--- src/design/psod_pkg.sv ---
`timescale 1ns / 1ps
// ----------------------------------------------------------------------------
// psod_pkg
// Shared types and constants of the position smoother, odometer and zone
// dwell timer.
// ----------------------------------------------------------------------------
package psod_pkg;

    // Item kinds.
    typedef logic [1:0] kind_t;
    localparam kind_t KIND_SAMPLE = 2'd0;
    localparam kind_t KIND_TICK   = 2'd1;
    localparam kind_t KIND_QUERY  = 2'd2;

    // Configuration register indexes.
    typedef logic [1:0] cfg_index_t;
    localparam cfg_index_t CFG_ALPHA  = 2'd0;
    localparam cfg_index_t CFG_WIDTH  = 2'd1;
    localparam cfg_index_t CFG_HEIGHT = 2'd2;

    localparam int CFG_DATA_W = 17;
    localparam int EXTENT_W   = 15;
    localparam int CELL_W     = 4;

    // Reset values of the configuration registers.
    localparam logic [16:0] ALPHA_RESET  = 17'd65536;
    localparam logic [14:0] EXTENT_RESET = 15'd2560;

    // Iterative divider: numerator and denominator widths.
    localparam int DIV_NUM_W = 28;
    localparam int DIV_DEN_W = 32;

    // Square root: operand bits and root bits.
    localparam int SQRT_OP_W   = 36;
    localparam int SQRT_ROOT_W = 18;

    localparam logic [9:0] SPEED_SCALE = 10'd1000;

endpackage

--- src/design/position_smoother_odometer_zone_dwell_top.sv ---
`timescale 1ns / 1ps
// ----------------------------------------------------------------------------
// position_smoother_odometer_zone_dwell_top
// Smooths position samples, keeps a saturating odometer and the latest
// speed, and accumulates dwell time per cell of a zone grid.
// ----------------------------------------------------------------------------
// The block takes one word at a time and returns one result word for each.
// A position sample passes through the smoothing multiply, the squaring, a
// bit-serial square root and the shared restoring divider for the speed.
// A dwell tick makes two passes of the divider to map the position to a
// column and a row, then a read-modify-write of the zone memory. A query
// reads the zone memory. The zone memory needs no clearing pass after
// reset: a valid flag per cell makes an unwritten cell read as zero. The
// next word is accepted while a finished result still waits in the output
// register.
// ----------------------------------------------------------------------------
module position_smoother_odometer_zone_dwell_top
#(
    parameter int ZONE_COLUMNS = 4,
    parameter int ZONE_LINES   = 4
)
(
    input  logic                            clk,
    input  logic                            rst_n,
    // Configuration write port.
    input  logic                            cfg_we,
    input  psod_pkg::cfg_index_t            cfg_index,
    input  logic [psod_pkg::CFG_DATA_W-1:0] cfg_data,
    // Input channel.
    input  logic                            in_valid,
    output logic                            in_ready,
    input  psod_pkg::kind_t                 kind,
    input  logic signed [15:0]              x_in,
    input  logic signed [15:0]              y_in,
    input  logic [31:0]                     sample_time,
    input  logic [31:0]                     dwell_delta,
    input  logic [3:0]                      query_col,
    input  logic [3:0]                      query_row,
    // Output channel.
    output logic                            out_valid,
    input  logic                            out_ready,
    output logic signed [15:0]              smooth_x,
    output logic signed [15:0]              smooth_y,
    output logic [31:0]                     travelled,
    output logic [15:0]                     speed_now,
    output logic [31:0]                     dwell_value
);
    import psod_pkg::*;

    localparam int DEPTH = ZONE_COLUMNS * ZONE_LINES;
    localparam int IDX_W = (DEPTH > 1) ? $clog2(DEPTH) : 1;

    localparam logic [CELL_W:0]    COLS_W   = (CELL_W + 1)'(ZONE_COLUMNS);
    localparam logic [CELL_W:0]    LINES_W  = (CELL_W + 1)'(ZONE_LINES);
    localparam logic [CELL_W-1:0]  COL_MAX  = CELL_W'(ZONE_COLUMNS - 1);
    localparam logic [CELL_W-1:0]  LINE_MAX = CELL_W'(ZONE_LINES - 1);

    // Sequencer states.
    localparam logic [4:0] ST_IDLE   = 5'd0;
    localparam logic [4:0] ST_EMA_X  = 5'd1;
    localparam logic [4:0] ST_EMA_Y  = 5'd2;
    localparam logic [4:0] ST_SQ_X   = 5'd3;
    localparam logic [4:0] ST_SQ_Y   = 5'd4;
    localparam logic [4:0] ST_SQRT   = 5'd5;
    localparam logic [4:0] ST_ODO    = 5'd6;
    localparam logic [4:0] ST_SPD_W  = 5'd7;
    localparam logic [4:0] ST_COMMIT = 5'd8;
    localparam logic [4:0] ST_ZC     = 5'd9;
    localparam logic [4:0] ST_ZC_W   = 5'd10;
    localparam logic [4:0] ST_ZR     = 5'd11;
    localparam logic [4:0] ST_ZR_W   = 5'd12;
    localparam logic [4:0] ST_ZRD    = 5'd13;
    localparam logic [4:0] ST_ZWR    = 5'd14;
    localparam logic [4:0] ST_QRD    = 5'd15;
    localparam logic [4:0] ST_QCAP   = 5'd16;
    localparam logic [4:0] ST_DONE   = 5'd17;

    logic [4:0]               state_reg;

    // Configuration.
    logic [16:0]              alpha_reg;
    logic [EXTENT_W-1:0]      width_reg;
    logic [EXTENT_W-1:0]      height_reg;

    // Captured input word.
    logic signed [15:0]       xin_reg;
    logic signed [15:0]       yin_reg;
    logic [31:0]              time_reg;
    logic [31:0]              delta_reg;

    // Tracking state.
    logic signed [15:0]       lastx_reg;
    logic signed [15:0]       lasty_reg;
    logic signed [15:0]       beforex_reg;
    logic signed [15:0]       beforey_reg;
    logic [31:0]              lasttime_reg;
    logic [31:0]              beforetime_reg;
    logic [1:0]               samples_reg;
    logic [31:0]              dist_reg;
    logic [15:0]              speed_reg;

    // Work registers.
    logic signed [15:0]       newx_reg;
    logic signed [15:0]       newy_reg;
    logic signed [34:0]       prod_reg;
    logic [32:0]              sq_reg;
    logic [SQRT_OP_W-1:0]     sq_op_reg;
    logic [20:0]              sq_rem_reg;
    logic [SQRT_ROOT_W-1:0]   sq_root_reg;
    logic [4:0]               sq_cnt_reg;
    logic [CELL_W-1:0]        col_reg;
    logic [IDX_W-1:0]         zaddr_reg;
    logic [31:0]              rd_reg;
    logic [DEPTH-1:0]         zvalid_reg;
    logic [31:0]              dwell_reg;

    // Output register.
    logic                     out_valid_reg;
    logic signed [15:0]       ox_reg;
    logic signed [15:0]       oy_reg;
    logic [31:0]              odist_reg;
    logic [15:0]              ospeed_reg;
    logic [31:0]              odwell_reg;

    // Zone memory.
    logic [31:0]              zmem [0:DEPTH-1];

    logic                     accept;
    logic                     out_free;

    // Smoothing multiplier: alpha times the step from the last position.
    logic signed [16:0]       ema_d;
    logic signed [17:0]       alpha_s;
    logic signed [34:0]       prod_w;
    logic signed [34:0]       round_w;
    logic signed [34:0]       ema_step;

    // Squaring multiplier for the step length.
    logic signed [16:0]       sq_d;
    logic signed [33:0]       sq_w;
    logic [33:0]              sq_sum;

    // Square root digit step.
    logic [22:0]              rt_rem_s;
    logic [22:0]              rt_trial;
    logic                     rt_fits;

    // Odometer, speed and divider hookup.
    logic [32:0]              odo_sum;
    logic [31:0]              dt_w;
    logic                     div_start;
    logic [DIV_NUM_W-1:0]     div_num;
    logic [DIV_DEN_W-1:0]     div_den;
    logic                     div_done;
    logic [DIV_NUM_W-1:0]     div_quo;
    logic [EXTENT_W-1:0]      ext_w;
    logic signed [15:0]       pos_w;
    logic [CELL_W-1:0]        cell_clamp;

    // Zone cell update.
    logic [7:0]               zidx_w;
    logic [7:0]               qidx_w;
    logic [31:0]              cell_w;
    logic [32:0]              cell_sum;
    logic                     query_in_grid;

    assign accept   = in_valid && in_ready;
    assign in_ready = (state_reg == ST_IDLE);
    assign out_free = !out_valid_reg || out_ready;

    assign alpha_s = {2'b00, alpha_reg[15:0]};
    assign ema_d   = (state_reg == ST_EMA_X)
                   ? ({xin_reg[15], xin_reg} - {lastx_reg[15], lastx_reg})
                   : ({yin_reg[15], yin_reg} - {lasty_reg[15], lasty_reg});
    assign prod_w   = alpha_s * ema_d;
    assign round_w  = prod_reg + 35'sd32768;
    assign ema_step = round_w >>> 16;

    assign sq_d   = (state_reg == ST_SQ_X)
                  ? ({newx_reg[15], newx_reg} - {lastx_reg[15], lastx_reg})
                  : ({newy_reg[15], newy_reg} - {lasty_reg[15], lasty_reg});
    assign sq_w   = sq_d * sq_d;
    assign sq_sum = {1'b0, sq_reg} + {1'b0, sq_w[32:0]};

    assign rt_rem_s = {sq_rem_reg, sq_op_reg[SQRT_OP_W-1 -: 2]};
    assign rt_trial = {3'b000, sq_root_reg, 2'b01};
    assign rt_fits  = (rt_rem_s >= rt_trial);

    assign odo_sum = {1'b0, dist_reg} + {15'd0, sq_root_reg};
    assign dt_w    = time_reg - lasttime_reg;

    // Divider operands: speed in ST_ODO, zone column and row otherwise.
    assign pos_w = (state_reg == ST_ZR) ? lasty_reg : lastx_reg;
    assign ext_w = (state_reg == ST_ZR) ? height_reg : width_reg;

    always_comb
    begin
        div_start = 1'b0;
        div_num   = '0;
        div_den   = '0;
        case (state_reg)
            ST_ODO:
            begin
                div_start = 1'b1;
                div_num   = DIV_NUM_W'({10'd0, sq_root_reg} * {18'd0, SPEED_SCALE});
                div_den   = dt_w;
            end
            ST_ZC, ST_ZR:
            begin
                div_start = 1'b1;
                if (!pos_w[15])
                begin
                    div_num = DIV_NUM_W'({13'd0, pos_w[14:0]}
                                         * DIV_NUM_W'((state_reg == ST_ZR)
                                                      ? ZONE_LINES : ZONE_COLUMNS));
                end
                div_den = (ext_w == '0) ? DIV_DEN_W'(1) : DIV_DEN_W'(ext_w);
            end
            default:
            begin
                div_start = 1'b0;
            end
        endcase
    end

    // Clamp a divider quotient to the last column or row.
    always_comb
    begin
        if (state_reg == ST_ZR_W)
        begin
            cell_clamp = (div_quo >= DIV_NUM_W'(ZONE_LINES)) ? LINE_MAX
                                                             : div_quo[CELL_W-1:0];
        end
        else
        begin
            cell_clamp = (div_quo >= DIV_NUM_W'(ZONE_COLUMNS)) ? COL_MAX
                                                               : div_quo[CELL_W-1:0];
        end
    end

    assign zidx_w = {4'd0, cell_clamp} * 8'(ZONE_COLUMNS) + {4'd0, col_reg};
    assign qidx_w = {4'd0, query_row} * 8'(ZONE_COLUMNS) + {4'd0, query_col};
    assign query_in_grid = ({1'b0, query_col} < COLS_W) && ({1'b0, query_row} < LINES_W);

    // A cell never written reads as zero.
    assign cell_w   = zvalid_reg[zaddr_reg] ? rd_reg : 32'd0;
    assign cell_sum = {1'b0, cell_w} + {1'b0, delta_reg};

    psod_div u_div
    (
        .clk   (clk),
        .rst_n (rst_n),
        .start (div_start),
        .num   (div_num),
        .den   (div_den),
        .done  (div_done),
        .quo   (div_quo)
    );

    // Zone memory: one write port, one registered read port.
    always_ff @(posedge clk)
    begin
        if (state_reg == ST_ZWR)
        begin
            zmem[zaddr_reg] <= cell_sum[32] ? 32'hFFFF_FFFF : cell_sum[31:0];
        end
        if ((state_reg == ST_ZRD) || (state_reg == ST_QRD))
        begin
            rd_reg <= zmem[zaddr_reg];
        end
    end

    // Configuration registers.
    always_ff @(posedge clk or negedge rst_n)
    begin
        if (!rst_n)
        begin
            alpha_reg  <= ALPHA_RESET;
            width_reg  <= EXTENT_RESET;
            height_reg <= EXTENT_RESET;
        end
        else if (cfg_we)
        begin
            case (cfg_index)
                CFG_ALPHA:  alpha_reg  <= cfg_data;
                CFG_WIDTH:  width_reg  <= cfg_data[EXTENT_W-1:0];
                CFG_HEIGHT: height_reg <= cfg_data[EXTENT_W-1:0];
                default:    alpha_reg  <= alpha_reg;
            endcase
        end
    end

    // Sequencer and tracking state.
    always_ff @(posedge clk or negedge rst_n)
    begin
        if (!rst_n)
        begin
            state_reg      <= ST_IDLE;
            lastx_reg      <= '0;
            lasty_reg      <= '0;
            beforex_reg    <= '0;
            beforey_reg    <= '0;
            lasttime_reg   <= '0;
            beforetime_reg <= '0;
            samples_reg    <= '0;
            dist_reg       <= '0;
            speed_reg      <= '0;
            zvalid_reg     <= '0;
            out_valid_reg  <= 1'b0;
        end
        else
        begin
            // The final state reloads the output register itself.
            if (out_valid_reg && out_ready && (state_reg != ST_DONE))
            begin
                out_valid_reg <= 1'b0;
            end
            case (state_reg)
                ST_IDLE:
                begin
                    if (accept)
                    begin
                        case (kind)
                            KIND_SAMPLE:
                            begin
                                if (samples_reg == 2'd0)
                                begin
                                    state_reg <= ST_COMMIT;
                                end
                                else if (!alpha_reg[16])
                                begin
                                    state_reg <= ST_EMA_X;
                                end
                                else
                                begin
                                    state_reg <= ST_SQ_X;
                                end
                            end
                            KIND_TICK:
                            begin
                                state_reg <= (samples_reg == 2'd0) ? ST_DONE : ST_ZC;
                            end
                            KIND_QUERY:
                            begin
                                state_reg <= query_in_grid ? ST_QRD : ST_DONE;
                            end
                            default:
                            begin
                                state_reg <= ST_DONE;
                            end
                        endcase
                    end
                end
                ST_EMA_X:  state_reg <= ST_EMA_Y;
                ST_EMA_Y:  state_reg <= ST_SQ_X;
                ST_SQ_X:   state_reg <= ST_SQ_Y;
                ST_SQ_Y:   state_reg <= ST_SQRT;
                ST_SQRT:
                begin
                    if (sq_cnt_reg == 5'(SQRT_ROOT_W - 1))
                    begin
                        state_reg <= ST_ODO;
                    end
                end
                ST_ODO:
                begin
                    dist_reg  <= odo_sum[32] ? 32'hFFFF_FFFF : odo_sum[31:0];
                    state_reg <= ST_SPD_W;
                end
                ST_SPD_W:
                begin
                    if (div_done)
                    begin
                        if (dt_w == 32'd0)
                        begin
                            speed_reg <= '0;
                        end
                        else if (div_quo[DIV_NUM_W-1:16] != '0)
                        begin
                            speed_reg <= 16'hFFFF;
                        end
                        else
                        begin
                            speed_reg <= div_quo[15:0];
                        end
                        state_reg <= ST_COMMIT;
                    end
                end
                ST_COMMIT:
                begin
                    beforex_reg    <= lastx_reg;
                    beforey_reg    <= lasty_reg;
                    beforetime_reg <= lasttime_reg;
                    lastx_reg      <= newx_reg;
                    lasty_reg      <= newy_reg;
                    lasttime_reg   <= time_reg;
                    if (samples_reg != 2'd2)
                    begin
                        samples_reg <= samples_reg + 2'd1;
                    end
                    state_reg <= ST_DONE;
                end
                ST_ZC:     state_reg <= ST_ZC_W;
                ST_ZC_W:
                begin
                    if (div_done)
                    begin
                        state_reg <= ST_ZR;
                    end
                end
                ST_ZR:     state_reg <= ST_ZR_W;
                ST_ZR_W:
                begin
                    if (div_done)
                    begin
                        state_reg <= ST_ZRD;
                    end
                end
                ST_ZRD:    state_reg <= ST_ZWR;
                ST_ZWR:
                begin
                    zvalid_reg[zaddr_reg] <= 1'b1;
                    state_reg             <= ST_DONE;
                end
                ST_QRD:    state_reg <= ST_QCAP;
                ST_QCAP:   state_reg <= ST_DONE;
                ST_DONE:
                begin
                    if (out_free)
                    begin
                        out_valid_reg <= 1'b1;
                        state_reg     <= ST_IDLE;
                    end
                end
                default:   state_reg <= ST_IDLE;
            endcase
        end
    end

    // Work datapath.
    always_ff @(posedge clk)
    begin
        case (state_reg)
            ST_IDLE:
            begin
                if (accept)
                begin
                    xin_reg   <= x_in;
                    yin_reg   <= y_in;
                    newx_reg  <= x_in;
                    newy_reg  <= y_in;
                    time_reg  <= sample_time;
                    delta_reg <= dwell_delta;
                    dwell_reg <= '0;
                    zaddr_reg <= qidx_w[IDX_W-1:0];
                end
            end
            ST_EMA_X:
            begin
                prod_reg <= prod_w;
            end
            ST_EMA_Y:
            begin
                newx_reg <= lastx_reg + ema_step[15:0];
                prod_reg <= prod_w;
            end
            ST_SQ_X:
            begin
                if (!alpha_reg[16])
                begin
                    newy_reg <= lasty_reg + ema_step[15:0];
                end
                sq_reg <= sq_w[32:0];
            end
            ST_SQ_Y:
            begin
                sq_op_reg   <= {2'b00, sq_sum};
                sq_rem_reg  <= '0;
                sq_root_reg <= '0;
                sq_cnt_reg  <= '0;
            end
            ST_SQRT:
            begin
                sq_op_reg  <= {sq_op_reg[SQRT_OP_W-3:0], 2'b00};
                sq_cnt_reg <= sq_cnt_reg + 5'd1;
                if (rt_fits)
                begin
                    sq_rem_reg  <= 21'(rt_rem_s - rt_trial);
                    sq_root_reg <= {sq_root_reg[SQRT_ROOT_W-2:0], 1'b1};
                end
                else
                begin
                    sq_rem_reg  <= rt_rem_s[20:0];
                    sq_root_reg <= {sq_root_reg[SQRT_ROOT_W-2:0], 1'b0};
                end
            end
            ST_ZC_W:
            begin
                if (div_done)
                begin
                    col_reg <= cell_clamp;
                end
            end
            ST_ZR_W:
            begin
                if (div_done)
                begin
                    zaddr_reg <= zidx_w[IDX_W-1:0];
                end
            end
            ST_QCAP:
            begin
                dwell_reg <= cell_w;
            end
            ST_DONE:
            begin
                if (out_free)
                begin
                    ox_reg     <= lastx_reg;
                    oy_reg     <= lasty_reg;
                    odist_reg  <= dist_reg;
                    ospeed_reg <= speed_reg;
                    odwell_reg <= dwell_reg;
                end
            end
            default:
            begin
                col_reg <= col_reg;
            end
        endcase
    end

    assign out_valid   = out_valid_reg;
    assign smooth_x    = ox_reg;
    assign smooth_y    = oy_reg;
    assign travelled   = odist_reg;
    assign speed_now   = ospeed_reg;
    assign dwell_value = odwell_reg;

    // The sample counter saturates at two.
    a_samples_sat : assert property (@(posedge clk) disable iff (!rst_n)
        samples_reg != 2'd3)
        else $error("sample counter passed two");

    // Speed stays zero until two samples are held; the first speed is set
    // one state before the second sample is committed.
    a_speed_zero : assert property (@(posedge clk) disable iff (!rst_n)
        ((samples_reg != 2'd2) && (state_reg != ST_COMMIT)) |-> (speed_reg == 16'd0))
        else $error("speed set before two samples");

    // The divider only finishes while the sequencer waits for it.
    a_div_owner : assert property (@(posedge clk) disable iff (!rst_n)
        div_done |-> ((state_reg == ST_SPD_W) || (state_reg == ST_ZC_W)
                      || (state_reg == ST_ZR_W)))
        else $error("divider finished with nobody waiting");

    // A result is only loaded from the final state.
    a_out_load : assert property (@(posedge clk) disable iff (!rst_n)
        $rose(out_valid_reg) |-> ($past(state_reg) == ST_DONE))
        else $error("result loaded outside the final state");

endmodule

--- src/design/psod_div.sv ---
`timescale 1ns / 1ps
// ----------------------------------------------------------------------------
// psod_div
// Restoring divider: one quotient bit per cycle, shared by the speed
// calculation and the zone mapping.
// ----------------------------------------------------------------------------
module psod_div
(
    input  logic                           clk,
    input  logic                           rst_n,
    input  logic                           start,
    input  logic [psod_pkg::DIV_NUM_W-1:0] num,
    input  logic [psod_pkg::DIV_DEN_W-1:0] den,
    output logic                           done,
    output logic [psod_pkg::DIV_NUM_W-1:0] quo
);
    import psod_pkg::*;

    localparam int CNT_W = $clog2(DIV_NUM_W);

    logic                 busy_reg;
    logic                 done_reg;
    logic [CNT_W-1:0]     cnt_reg;
    logic [DIV_NUM_W-1:0] shift_reg;
    logic [DIV_DEN_W-1:0] den_reg;
    logic [DIV_DEN_W-1:0] rem_reg;
    logic [DIV_DEN_W:0]   rem_shift;
    logic                 fits;

    // Bring down the next numerator bit and try the subtraction.
    assign rem_shift = {rem_reg, shift_reg[DIV_NUM_W-1]};
    assign fits      = (rem_shift >= {1'b0, den_reg});

    always_ff @(posedge clk or negedge rst_n)
    begin
        if (!rst_n)
        begin
            busy_reg <= 1'b0;
            done_reg <= 1'b0;
            cnt_reg  <= '0;
        end
        else
        begin
            done_reg <= 1'b0;
            if (start)
            begin
                busy_reg <= 1'b1;
                cnt_reg  <= '0;
            end
            else if (busy_reg)
            begin
                cnt_reg <= cnt_reg + 1'b1;
                if (cnt_reg == CNT_W'(DIV_NUM_W - 1))
                begin
                    busy_reg <= 1'b0;
                    done_reg <= 1'b1;
                end
            end
        end
    end

    // Datapath: the quotient bits shift in where the numerator shifts out.
    always_ff @(posedge clk)
    begin
        if (start)
        begin
            shift_reg <= num;
            den_reg   <= den;
            rem_reg   <= '0;
        end
        else if (busy_reg)
        begin
            shift_reg <= {shift_reg[DIV_NUM_W-2:0], fits};
            if (fits)
            begin
                rem_reg <= DIV_DEN_W'(rem_shift - {1'b0, den_reg});
            end
            else
            begin
                rem_reg <= rem_shift[DIV_DEN_W-1:0];
            end
        end
    end

    assign done = done_reg;
    assign quo  = shift_reg;

endmodule

--- config.mk ---
export PLATFORM = sky130hd
export DESIGN_NAME = position_smoother_odometer_zone_dwell_top
export DESIGN_NICKNAME = d
export VERILOG_FILES = /design/src/design/psod_pkg.sv /design/src/design/position_smoother_odometer_zone_dwell_top.sv /design/src/design/psod_div.sv
export SDC_FILE = /design/constraint.sdc
export NUM_CORES = 2
export LEC_CHECK = 0
export ABC_AREA = 0
export BUFFER_PORTS_ARGS = -buffer_cell sky130_fd_sc_hd__buf_4
export CAP_MARGIN = 20
export CORE_UTILIZATION = 46
export DETAILED_ROUTE_END_ITERATION = 10
export GPL_TIMING_DRIVEN = 0
export PLACE_DENSITY = 0.62
export SYNTH_ARGS = -nofsm -noshare
export SYNTH_HDL_FRONTEND = slang
export SYNTH_HIERARCHICAL = 1
export SYNTH_SLANG_ARGS = --single-unit
--- constraint.sdc ---
create_clock -name clk -period 27.1 [get_ports clk]
set_clock_uncertainty 0.2 [all_clocks]
set_input_delay 4.065 -clock clk [delete_from_list [all_inputs] [get_ports clk]]
set_output_delay 4.065 -clock clk [all_outputs]
set_load 0.005 [all_outputs]
==> impl_metrics.toml <==
[status]
status = "completed"

[routing]
firstDrtPassIters = 6
vias = 52744
drtAntennaViolNets = 0
detail_route.wirelength_um = 214000
drcViolationCount = 0
wl_per_cell_um = 22.3
first_iter_violations = 4117
routed_via_density = 5.51

[critical_path]
critPathLaunch = "lasty_reg[1]"
worst-path-max-fanout = 10
r2r-start = "lasty_reg[1]"
endpoint_kind = "flip-flop"
r2r_end = "sq_op_reg[33]"
cp-start-kind = "flip-flop"
cpMostUsedCell = "fa_1"
worstSetupEndpoint = "sq_op_reg[33]"
rrSetupSlack_ps = 14300
critPathSlowestCell = "clkbuf_1"
max_stage_delay_ps = 620
worst_r2r_path_depth = 42
required_ps = 27420
cp_data_arrival_time_ps = 13120
critPathKind = "flip-flop to flip-flop"

[synth]
synth_cell_type_count = 101
yosysWarnings = 6
async_reset_ff_share_pct = 15.4
seq_area_frac_synth_pct = 44.8
synth_top_area_share_pct = 38.0
synth_flop_cell = "edfxtp_1"
synth_seq_cells = 1235
synth_edf_count = 1013
synth_area_per_cell_sq_um = 12.0
synth.area.top_cells = "edfxtp_1, fa_1, ha_1"
synth_area_leader_cell = "edfxtp_1"
syn-cell-area_sq_um = 80000
synth_cells = 6685

[place]
dp_slack_ps = 14360
place.gp.congestion = 0.960
dp_hpwl_um = 165000
io_buffers = 243

[flow_run]
max-cap-violations = 0

[die]
die_x_um = 419
start_util_pct = 46.5
coreArea_sq_um = 172000
io_pins = 244
std_cell_rows = 152
chipHeight_um = 419
die_area_sq_um = 176000

[finish]
area_delta_synth_final_pct = 13.5
fin_nets = 8351
drive_above_1_share_pct = 13.2
largest_reg_flops = 512

[global_route]
busiest_layer = "met2"
antenna_found_initial = 3
use_met1_pct = 31.8
grt_usage_pct = 24.7
overflow = 0
grt_max_degree = 102
grt_pass1_wl_um = 325000
use_met3_pct = 3.25
grt_use_met2_pct = 41.0
grt_pass1_vias = 54043

[sta]
max_freq_mhz = 78.1
min_period_ps = 12800
worstMarginPinSlew_ps = 1160
drv_slew = 0
hold_violations = 0
holdWs_ps = 216
rsz0062_at_grt = "false"
setup_viol = 0
setup_ws_ps = 14300
finalCritPeriodShare_pct = 47.2
slew_headroom_pct = 22.8
fin_setup_tns_ps = 0

[min_path]
min_path_type = "flip-flop to flip-flop"

[clock_network]
postCtsSetupBuffers = 0
insertion_delay_ps = 810
cts_sinks = 1235
cts_tree = "done"
clk_pin_slew_worst_paths_ps = 60
ctsResizeCount = 0
htree_levels = 4
cts-root-buf = "clkbuf_16"
holdBufCountCts = 0
cts_max_path_buffers = 3
numCtsBuffers = 137
## worst min path at each step
stage,start,to,cells past startpoint
finish,dwell_reg[0],dwell_value[0],0
global route,dwell_reg[1],dwell_value[1],0
CTS,dwell_reg[0],dwell_value[0],0
detailed placement,dwell_reg[26],dwell_value[26],0
global placement,dwell_reg[26],dwell_value[26],0
floorplan,dwell_reg[0],dwell_value[0],0
## kinds of logic after synthesis
| group | Yosys count | share of synthesized area (%) |
|---|---|---|
| DFF | 1235 | 44.8 |
| adders and majority gates | 1067 | 21.8 |
| muxes | 370 | 7.44 |
| and+or+nand+nor | 1664 | 9.63 |
| xor gates and xnor gates | 305 | 3.34 |
| other | 1 | 0.00469 |
| buffers and inverters | 1067 | 5.07 |
| AOI/OAI and AO/OA | 976 | 7.94 |
## layout by cell type (no fill, tap or decap), types with 21 or more instances in the layout
cell,count
or3_1,33
mux2_2,145
inv_1,848
o21ai_0,206
o211ai_1,21
nand2_1,536
nand4_1,33
and3_1,36
nor2b_1,60
buf_4,262
edfxtp_1,1013
fa_1,544
nor2_1,491
buf_6,28
clkbuf_1,200
and2_1,123
a211oi_1,58
clkbuf_16,137
a31oi_1,39
nand3_1,84
nand2b_1,51
buf_1,28
mux4_2,165
xnor2_1,186
o21a_1,47
clkinv_1,24
ha_1,523
o21bai_1,28
nor3_1,85
or2_2,42
mux2i_1,60
a21o_1,108
a21oi_1,252
xor2_1,119
dfrtp_1,185
dfxtp_1,32
o22ai_1,42
## synthesized netlist by cell type (all sizes together) (7+ instances only)
cell and count:
a21boi 9, nor4 17, mux4 165, o31a 7
o22ai 43, mux2i 60, nand4 33, o21a 47
buf 41, a31o 9, a211oi 60, nor2 503
nand2b 51, or2 45, a2111oi 16, nor3b 8
xor2 119, inv 849, and3 36, and2 125
o2111ai 8, fa 544, nor2b 61, or3 33
ha 523, xnor2 186, dfrtp 185, nand2 538
a211o 8, nand3 84, a21oi 256, o21bai 28
nor3 93, mux2 145, edfxtp 1013, o211ai 21
o31ai 21, o21ai 216, or4 8, a21o 108
dfxtp 32, nand3b 9, clkbuf 171, a31oi 41
a41oi 8
## critical path: cells and delay by family (launching register included)
| kind | cells | cell delay [ps] |
|---|---|---|
| buffers and inverters | 6 | 1540 |
| AO/OA/AOI/OAI | 16 | 4220 |
| XOR/XNOR | 2 | 380 |
| AND/OR/NAND/NOR | 8 | 1470 |
| adder cells (fa/ha/maj) | 9 | 3980 |
| multiplexers | 1 | 220 |
| flip-flops | 1 | 510 |
## per-layer routing
layer | share of wire [%] | vias to the layer above | routed length (um)
li1 | - | 24283 | -
met3 | 4.9 | 349 | 10500
met4 | 5.3 | 0 | 11400
met1 | 41 | 26613 | 88000
met5 | 0 | - | 0
met2 | 49 | 1499 | 104000
## cell type report
class / instances / area, sq um
Antenna cell: 3 / 7.51
Buffer: 212 / 845
Clock buffer: 175 / 3650
Clock inverter: 78 / 1080
Fill cell: 14783 / 81300
Inverter: 855 / 3210
Multi-Input combinational cell: 4386 / 40300
Sequential cell: 1235 / 35800
Tap cell: 2310 / 2890
Timing Repair Buffer: 327 / 2980
## through the flow
step / util [%] / area (sq um) / std cells
after floorplan: - / 80000 / 6688
after global placement: 49.2 / 84700 / 9241
after detailed placement: 49.9 / 85900 / 9316
after CTS: 52.7 / 90700 / 9569
after global routing: 52.7 / 90800 / 9581
final: 52.7 / 90800 / 9581
Power is left out: the tool's default activity adds up to more than one toggle a clock period on the data nets, which glitch-free logic cannot reach.
